$ cat src/hw/rtl/sact_pkg.sv
// ----------------------------------------------------------------------------
// sact_pkg
// Shared types and constants of the set-associative cache tag lookup: the
// command and status words between controller and datapath, port widths,
// register map and the replacement LFSR.
// ----------------------------------------------------------------------------
package sact_pkg;

  // fixed port widths
  localparam int ADDR_PORT_W = 64;
  localparam int WAY_OUT_W   = 3;
  localparam int COUNT_W     = 32;

  // configuration port
  localparam int CFG_DATA_W  = 32;
  localparam int CFG_ADDR_W  = 3;
  localparam int CFG_IDX_W   = 1;

  // register indexes
  localparam logic [CFG_IDX_W-1:0] REG_POLICY = 1'b0;

  // replacement policy codes
  localparam logic POLICY_LRU    = 1'b0;
  localparam logic POLICY_RANDOM = 1'b1;

  // galois lfsr for random victims
  localparam int               LFSR_W    = 16;
  localparam logic [15:0]      LFSR_TAPS = 16'hB400;
  localparam logic [15:0]      LFSR_SEED = 16'h0001;

  // set divider works through the line number one slice at a time
  localparam int DIV_CHUNK_W = 16;

  // controller to datapath
  typedef struct packed {
    logic clr_wr;    // write one cleared row during the reset sweep
    logic load;      // capture an accepted address word
    logic rd_in;     // read the set row indexed straight from the address
    logic div_mul;   // estimate the quotient slice of line / sets
    logic div_step;  // correct the slice, shift it in and keep the remainder
    logic rd_rem;    // read the set row indexed by the divider remainder
    logic commit;    // write back the row and load the result word
  } sact_cmd_t;

  // datapath to controller
  typedef struct packed {
    logic clr_done;  // clearing sweep is at its last row
    logic out_free;  // result register can take a word this cycle
  } sact_sts_t;

  // one lfsr step
  function automatic logic [LFSR_W-1:0] lfsr_step(input logic [LFSR_W-1:0] s);
    logic [LFSR_W-1:0] nxt;
    nxt = s >> 1;
    if (s[0]) begin
      nxt = nxt ^ LFSR_TAPS;
    end
    return nxt;
  endfunction

endpackage

$ cat src/hw/rtl/sact_ctrl.sv
// ----------------------------------------------------------------------------
// sact_ctrl
// Sequencer of the tag lookup: clearing sweep after reset, address accept,
// optional slice-wise set division, set row read, compare and write-back.
// ----------------------------------------------------------------------------
module sact_ctrl #(
  parameter bit USE_DIV   = 1'b0,
  parameter int DIV_STEPS = 8
) (
  input  logic                clk,
  input  logic                rst_n,
  input  logic                in_valid,
  output logic                in_stall,
  input  sact_pkg::sact_sts_t sts,
  output sact_pkg::sact_cmd_t cmd
);

  localparam int CNT_W = (DIV_STEPS > 1) ? $clog2(DIV_STEPS) : 1;
  localparam logic [CNT_W-1:0] DIV_LAST = CNT_W'(DIV_STEPS - 1);

  typedef enum logic [2:0] {
    ST_CLEAR,
    ST_IDLE,
    ST_DIVIDE,
    ST_READ,
    ST_LOOKUP
  } state_t;

  state_t           state_r, state_nxt;
  logic [CNT_W-1:0] cnt_r, cnt_nxt;

  // next state and commands
  always_comb begin
    state_nxt = state_r;
    cnt_nxt   = cnt_r;
    cmd       = '0;
    case (state_r)
      ST_CLEAR: begin
        cmd.clr_wr = 1'b1;
        if (sts.clr_done) begin
          state_nxt = ST_IDLE;
        end
      end
      ST_IDLE: begin
        if (in_valid) begin
          cmd.load  = 1'b1;
          cmd.rd_in = !USE_DIV;
          cnt_nxt   = '0;
          state_nxt = USE_DIV ? ST_DIVIDE : ST_LOOKUP;
        end
      end
      ST_DIVIDE: begin
        // even steps estimate a slice, odd steps correct and shift it in
        cmd.div_mul  = !cnt_r[0];
        cmd.div_step = cnt_r[0];
        cnt_nxt      = cnt_r + 1'b1;
        if (cnt_r == DIV_LAST) begin
          state_nxt = ST_READ;
        end
      end
      ST_READ: begin
        cmd.rd_rem = 1'b1;
        state_nxt  = ST_LOOKUP;
      end
      ST_LOOKUP: begin
        if (sts.out_free) begin
          cmd.commit = 1'b1;
          state_nxt  = ST_IDLE;
        end
      end
      default: begin
        state_nxt = ST_IDLE;
      end
    endcase
  end

  // state and step count
  always_ff @(posedge clk) begin
    if (!rst_n) begin
      state_r <= ST_CLEAR;
      cnt_r   <= '0;
    end else begin
      state_r <= state_nxt;
      cnt_r   <= cnt_nxt;
    end
  end

  // take a word only when nothing is in flight
  assign in_stall = (state_r != ST_IDLE);

endmodule

$ cat config.mk
export PLATFORM = sky130hd
export DESIGN_NAME = sact_ctrl
export DESIGN_NICKNAME = d
export VERILOG_FILES = /design/src/hw/rtl/sact_pkg.sv /design/src/hw/rtl/sact_ctrl.sv
export SDC_FILE = /design/constraint.sdc
export NUM_CORES = 1
export LEC_CHECK = 0
export ABC_AREA = 1
export BUFFER_PORTS_ARGS = -buffer_cell sky130_fd_sc_hd__buf_2
export CAP_MARGIN = 20
export CORE_AREA = 3 3 40 42
export CTS_CLUSTER_DIAMETER = 150
export CTS_CLUSTER_SIZE = 10
export DETAILED_ROUTE_END_ITERATION = 10
export DIE_AREA = 0 0 43 45
export SYNTH_ARGS = -nofsm -noshare
export SYNTH_HDL_FRONTEND = slang
export SYNTH_SLANG_ARGS = --single-unit
$ cat constraint.sdc
create_clock -name clk -period 4 [get_ports clk]
set_clock_uncertainty 0.15 [all_clocks]
set_input_delay 0.2 -clock clk [delete_from_list [all_inputs] [get_ports clk]]
set_output_delay 0.2 -clock clk [all_outputs]
set_load 0.05 [all_outputs]
### Word level (Yosys, flattened, before mapping)

Index checks and enable logic that the tools add are counted.

| word-level totals | value |
|---|---|
| register bits | 6 |
| output and inout bits | 8 |
| logic and storage cells | 32 |

| cells by class | value |
|---|---|
| add/subtract/negate cells | 1 |
| eq/ne operators | 10 |
| multiplexer cells | 14 |
| reduce and logical (&&, ||, !) cells | 5 |

Operator list:

| cell | count |
|---|---|
| $mux 3 | 5 |
| $pmux 3 s5 | 1 |
| $ne 2x2->1 const B | 4 |
| $eq 3x2->1 const B | 2 |
| $eq 3x3->1 const B | 2 |
| $mux 2 | 3 |
| $pmux 3 s2 | 1 |
| $mux 1 | 4 |
| $reduce_and 4->1 | 1 |
| $add 3x1->3 const B | 1 |
| $eq 3x1->1 const B | 1 |
| $logic_not 3->1 | 1 |
| $ne 3x1->1 const B | 1 |
| $reduce_and 2->1 | 1 |
| $reduce_bool 2->1 | 1 |
| $logic_not 1->1 | 1 |

### Longest topological paths before layout

| logic depth | value |
|---|---|
| depth in word-level cells | 3 |
| depth in mapped cells | 9 |
| mapped depth without buffers | 9 |

### Worst setup path after synthesis

No wires, ideal clock.

| timing path | value |
|---|---|
| kind | flip-flop to output port |
| start | register state_r[2] |
| end | output cmd[0] (netlist bit) |
| arrival time | 1.998 ns |
| required time | 3.650 ns |
| path slack | 1.652 ns |
| stages on the path, launching flop included | 3 |
| buffers on the path | 0 |
| cell sequence | dfxtp_1 inv_1 nor4_1 |

RTL lines:

| item | RTL line | source |
|---|---|---|
| from (decl) | sact_ctrl.sv:29 | `state_t state_r, state_nxt;` |
| from (signal assigned) | sact_ctrl.sv:83 | `state_r <= state_nxt;` |
| to (decl) | sact_ctrl.sv:15 | `output sact_pkg::sact_cmd_t cmd` |

==> results.py <==
metrics = {
    "sta": {
        "fin_tns_setup_ns": 0,
        "finalSetupViolCount": 0,
        "slew_headroom_pct": 82.93,
        "slew_violations": 0,
        "worstMarginPinSlew_ns": 0.2558,
        "whs_ns": 0.03935,
        "min_period_ns": 1.721,
        "rsz0062_at_grt": "no",
        "finalHoldViolations": 0,
        "fin_crit_sh_pct": 43.03,
        "max_freq_mhz": 581.0,
    },
    "global_route": {
        "grt_pass1_vias": 339,
        "grt_max_degree": 8,
        "grt_pass1_wl_um": 1255,
        "antenna_found_initial": 0,
        "grtUsageTotal_pct": 9.008,
        "gr-total-overflow": 0,
    },
    "setup_path": {
        "critPathCaptureType": "primary output",
        "path_class": "reg2out",
        "reg2reg_slack_ns": 2.56,
        "path_max_fanout": 6,
        "r2r_start": "cnt_r[0]",
        "ff2ff_path_depth": 9,
        "worst_setup_path_start_kind": "flop",
        "worstPathArrival_ns": 1.37,
        "crit_chain": "inv_2 > nor2_4 > nand3_1 > inv_1 > buf_2",
        "max_stage_delay_ns": 0.42,
        "crit_buf_inv": 3,
        "required_ns": 3.65,
        "cp_slowest_cell": "dfxtp_1",
        "reg2reg_to": "state_r[0]",
        "critical_path.top_delay_family": "buffers and inverters",
    },
    "cts": {
        "htree_levels": 1,
        "cts-root-buf": "clkbuf_4",
        "path_clk_slew_ns": 0.04,
        "clock_latency_ns": 0.24,
        "cts_setup_buffers": 0,
        "cts_tree": "done",
        "cts_made_buffers": 3,
        "clockBufferDepth": 2,
        "cts_hold_buf": 0,
        "clock-sinks": 6,
        "cts_resized": 0,
    },
    "synthesis": {
        "yosysSeqAreaShare_pct": 31.37,
        "yosysMostFrequentCell": "inv_1",
        "ys_warn_count": 0,
        "synth.cells.most_frequent": "9 x inv_1, 7 x nand3_1, 6 x dfxtp_1, 6 x nor2_1, 5 x nand2_1",
        "ys_top_cells_by_area": "dfxtp_1 31%, nand3_1 9.2%, inv_1 8.8%",
        "syn_area_per_cell_um2": 7.090,
        "synth_edf_count": 0,
        "synth_area_leader_cell": "dfxtp_1",
        "ys_seq_elements": 6,
        "syn_area_um2": 382.9,
        "netlist_instances": 54,
        "synth_ff_type": "dfxtp_1",
        "synth_cell_types": 16,
        "synth_top_area_share_pct": 31.37,
        "syn_nets": 61,
        "async_flop_share_pct": 0,
    },
    "layout": {
        "layout.nets": 76,
        "final-seq-area_um2": 120.1,
        "drive_gt1_share_pct": 40.30,
        "multi_input_area_um2": 202.7,
        "num_antenna_cells": 0,
        "syn2layout_area_growth_pct": 22.55,
        "fin_cells": 82,
        "stdcell_area_um2": 469.2,
        "n_fill_cell": 142,
    },
    "drt": {
        "drc": 0,
        "drt_wl_total_um": 731,
        "routed_via_density": 4.317,
        "drt_iter0_drc": 6,
        "ant_nets": 0,
        "vias": 354,
        "firstDrtPassIters": 4,
        "wire_per_inst_um": 8.915,
    },
    "flow_run": {
        "drv_cap": 0,
    },
    "floorplanning": {
        "num_io_pins": 13,
        "die_h_um": 45,
        "fp-row-count": 13,
        "dieArea_um2": 1935,
        "initial_core_util_pct": 29.80,
        "die_w_um": 43,
        "coreArea_um2": 1285,
    },
    "worst_hold_path": {
        "hp-start": "rst_n",
        "min_to": "state_r[0]",
        "holdPathStages": 3,
        "hold_class": "in2reg",
    },
    "place": {
        "place_area_um2": 446.7,
        "portBuffers": 12,
        "hpwl_um": 590.8,
        "finalWeightedCongestion": 0.7895,
        "place_inst": 79,
    },
    "power_and_ir_drop": {
        "leakagePower_uw": 0.0002415,
        "powerDensity_nw_per_um2": 443.7,
        "ir_worst_vdd_mv": 0.1141,
    },
    "run_status": {
        "status": "finished clean",
    },
}
cell usage in the layout, fill, tap and decap left out, drive strengths merged:
master	n
buf	12
inv	12
nor2	9
nand3	8
nand2	8
dfxtp	6
a21oi	4
clkbuf	3
nor3	2
ha	2
nor4	1
through the flow:
step | worst slack (ns) | power (uW) | utilization (%)
floorplan | 1.652 | 140.3 | -
global placement | 2.541 | 154.4 | 34.76
detailed placement | 2.538 | 155.0 | 34.76
CTS | 2.275 | 211.6 | 36.51
global route | 2.176 | 220.5 | 36.51
finish | 2.279 | 208.2 | 36.51
logic make-up (layout without fill, tap and decap cells):
| kind of cell | count (synthesis) | count (layout) | synth area share (%) |
|---|---|---|---|
| fa+ha+maj | 2 | 2 | 6.535 |
| buf+inv | 14 | 27 | 15.68 |
| flops | 6 | 6 | 31.37 |
| simple gates | 28 | 28 | 39.22 |
| compound gates | 4 | 4 | 7.190 |
how the worst max path moves through the flow:
stage	from	to	depth (start not counted)
2_1_floorplan	state_r[2]	cmd[0]	2
3_3_place_gp	state_r[2]	cmd[3]	4
3_5_place_dp	state_r[2]	cmd[3]	4
4_1_cts	state_r[2]	cmd[3]	4
5_1_grt	state_r[0]	cmd[5]	5
6_report	state_r[0]	cmd[5]	5
state kept, by name, summed over array words and instances, names as in the netlist:
register and cells:
cnt_r 3, state_r 3
worst reg2reg max path: stages, from the launching register on:
cell and delay (ns):
dfxtp_1 0.41, ha_1 0.18, ha_1 0.13, inv_1 0.04, nand3_2 0.07, nand2_2 0.05
nor2_2 0.14, nand2_2 0.08, nand2_1 0.06, nor2_1 0.03
layout make-up:
cell class / count / area share (%)
tap: 15 / 4.000
timing repair buffer: 12 / 12.80
sequential: 6 / 25.60
clock buffer: 3 / 4.800
multi-input combinational: 34 / 43.20
inverter: 12 / 9.600
per-layer routing:
metal | vias up | GRT usage [%] | part of all wire, %
li1 | 195 | - | -
met4 | 0 | 9.036 | 3.4
met3 | 3 | 2.390 | 3.8
met5 | - | 0 | 0
met2 | 9 | 13.47 | 45
met1 | 147 | 10.17 | 48
power by group:
part	internal, uW	switching [uW]
Combinational	21.2	61.3
Clock	33.9	20.7
Sequential	64.1	6.98
Total	119	89.0
No activity file was read; power rests on OpenSTA's default activity.
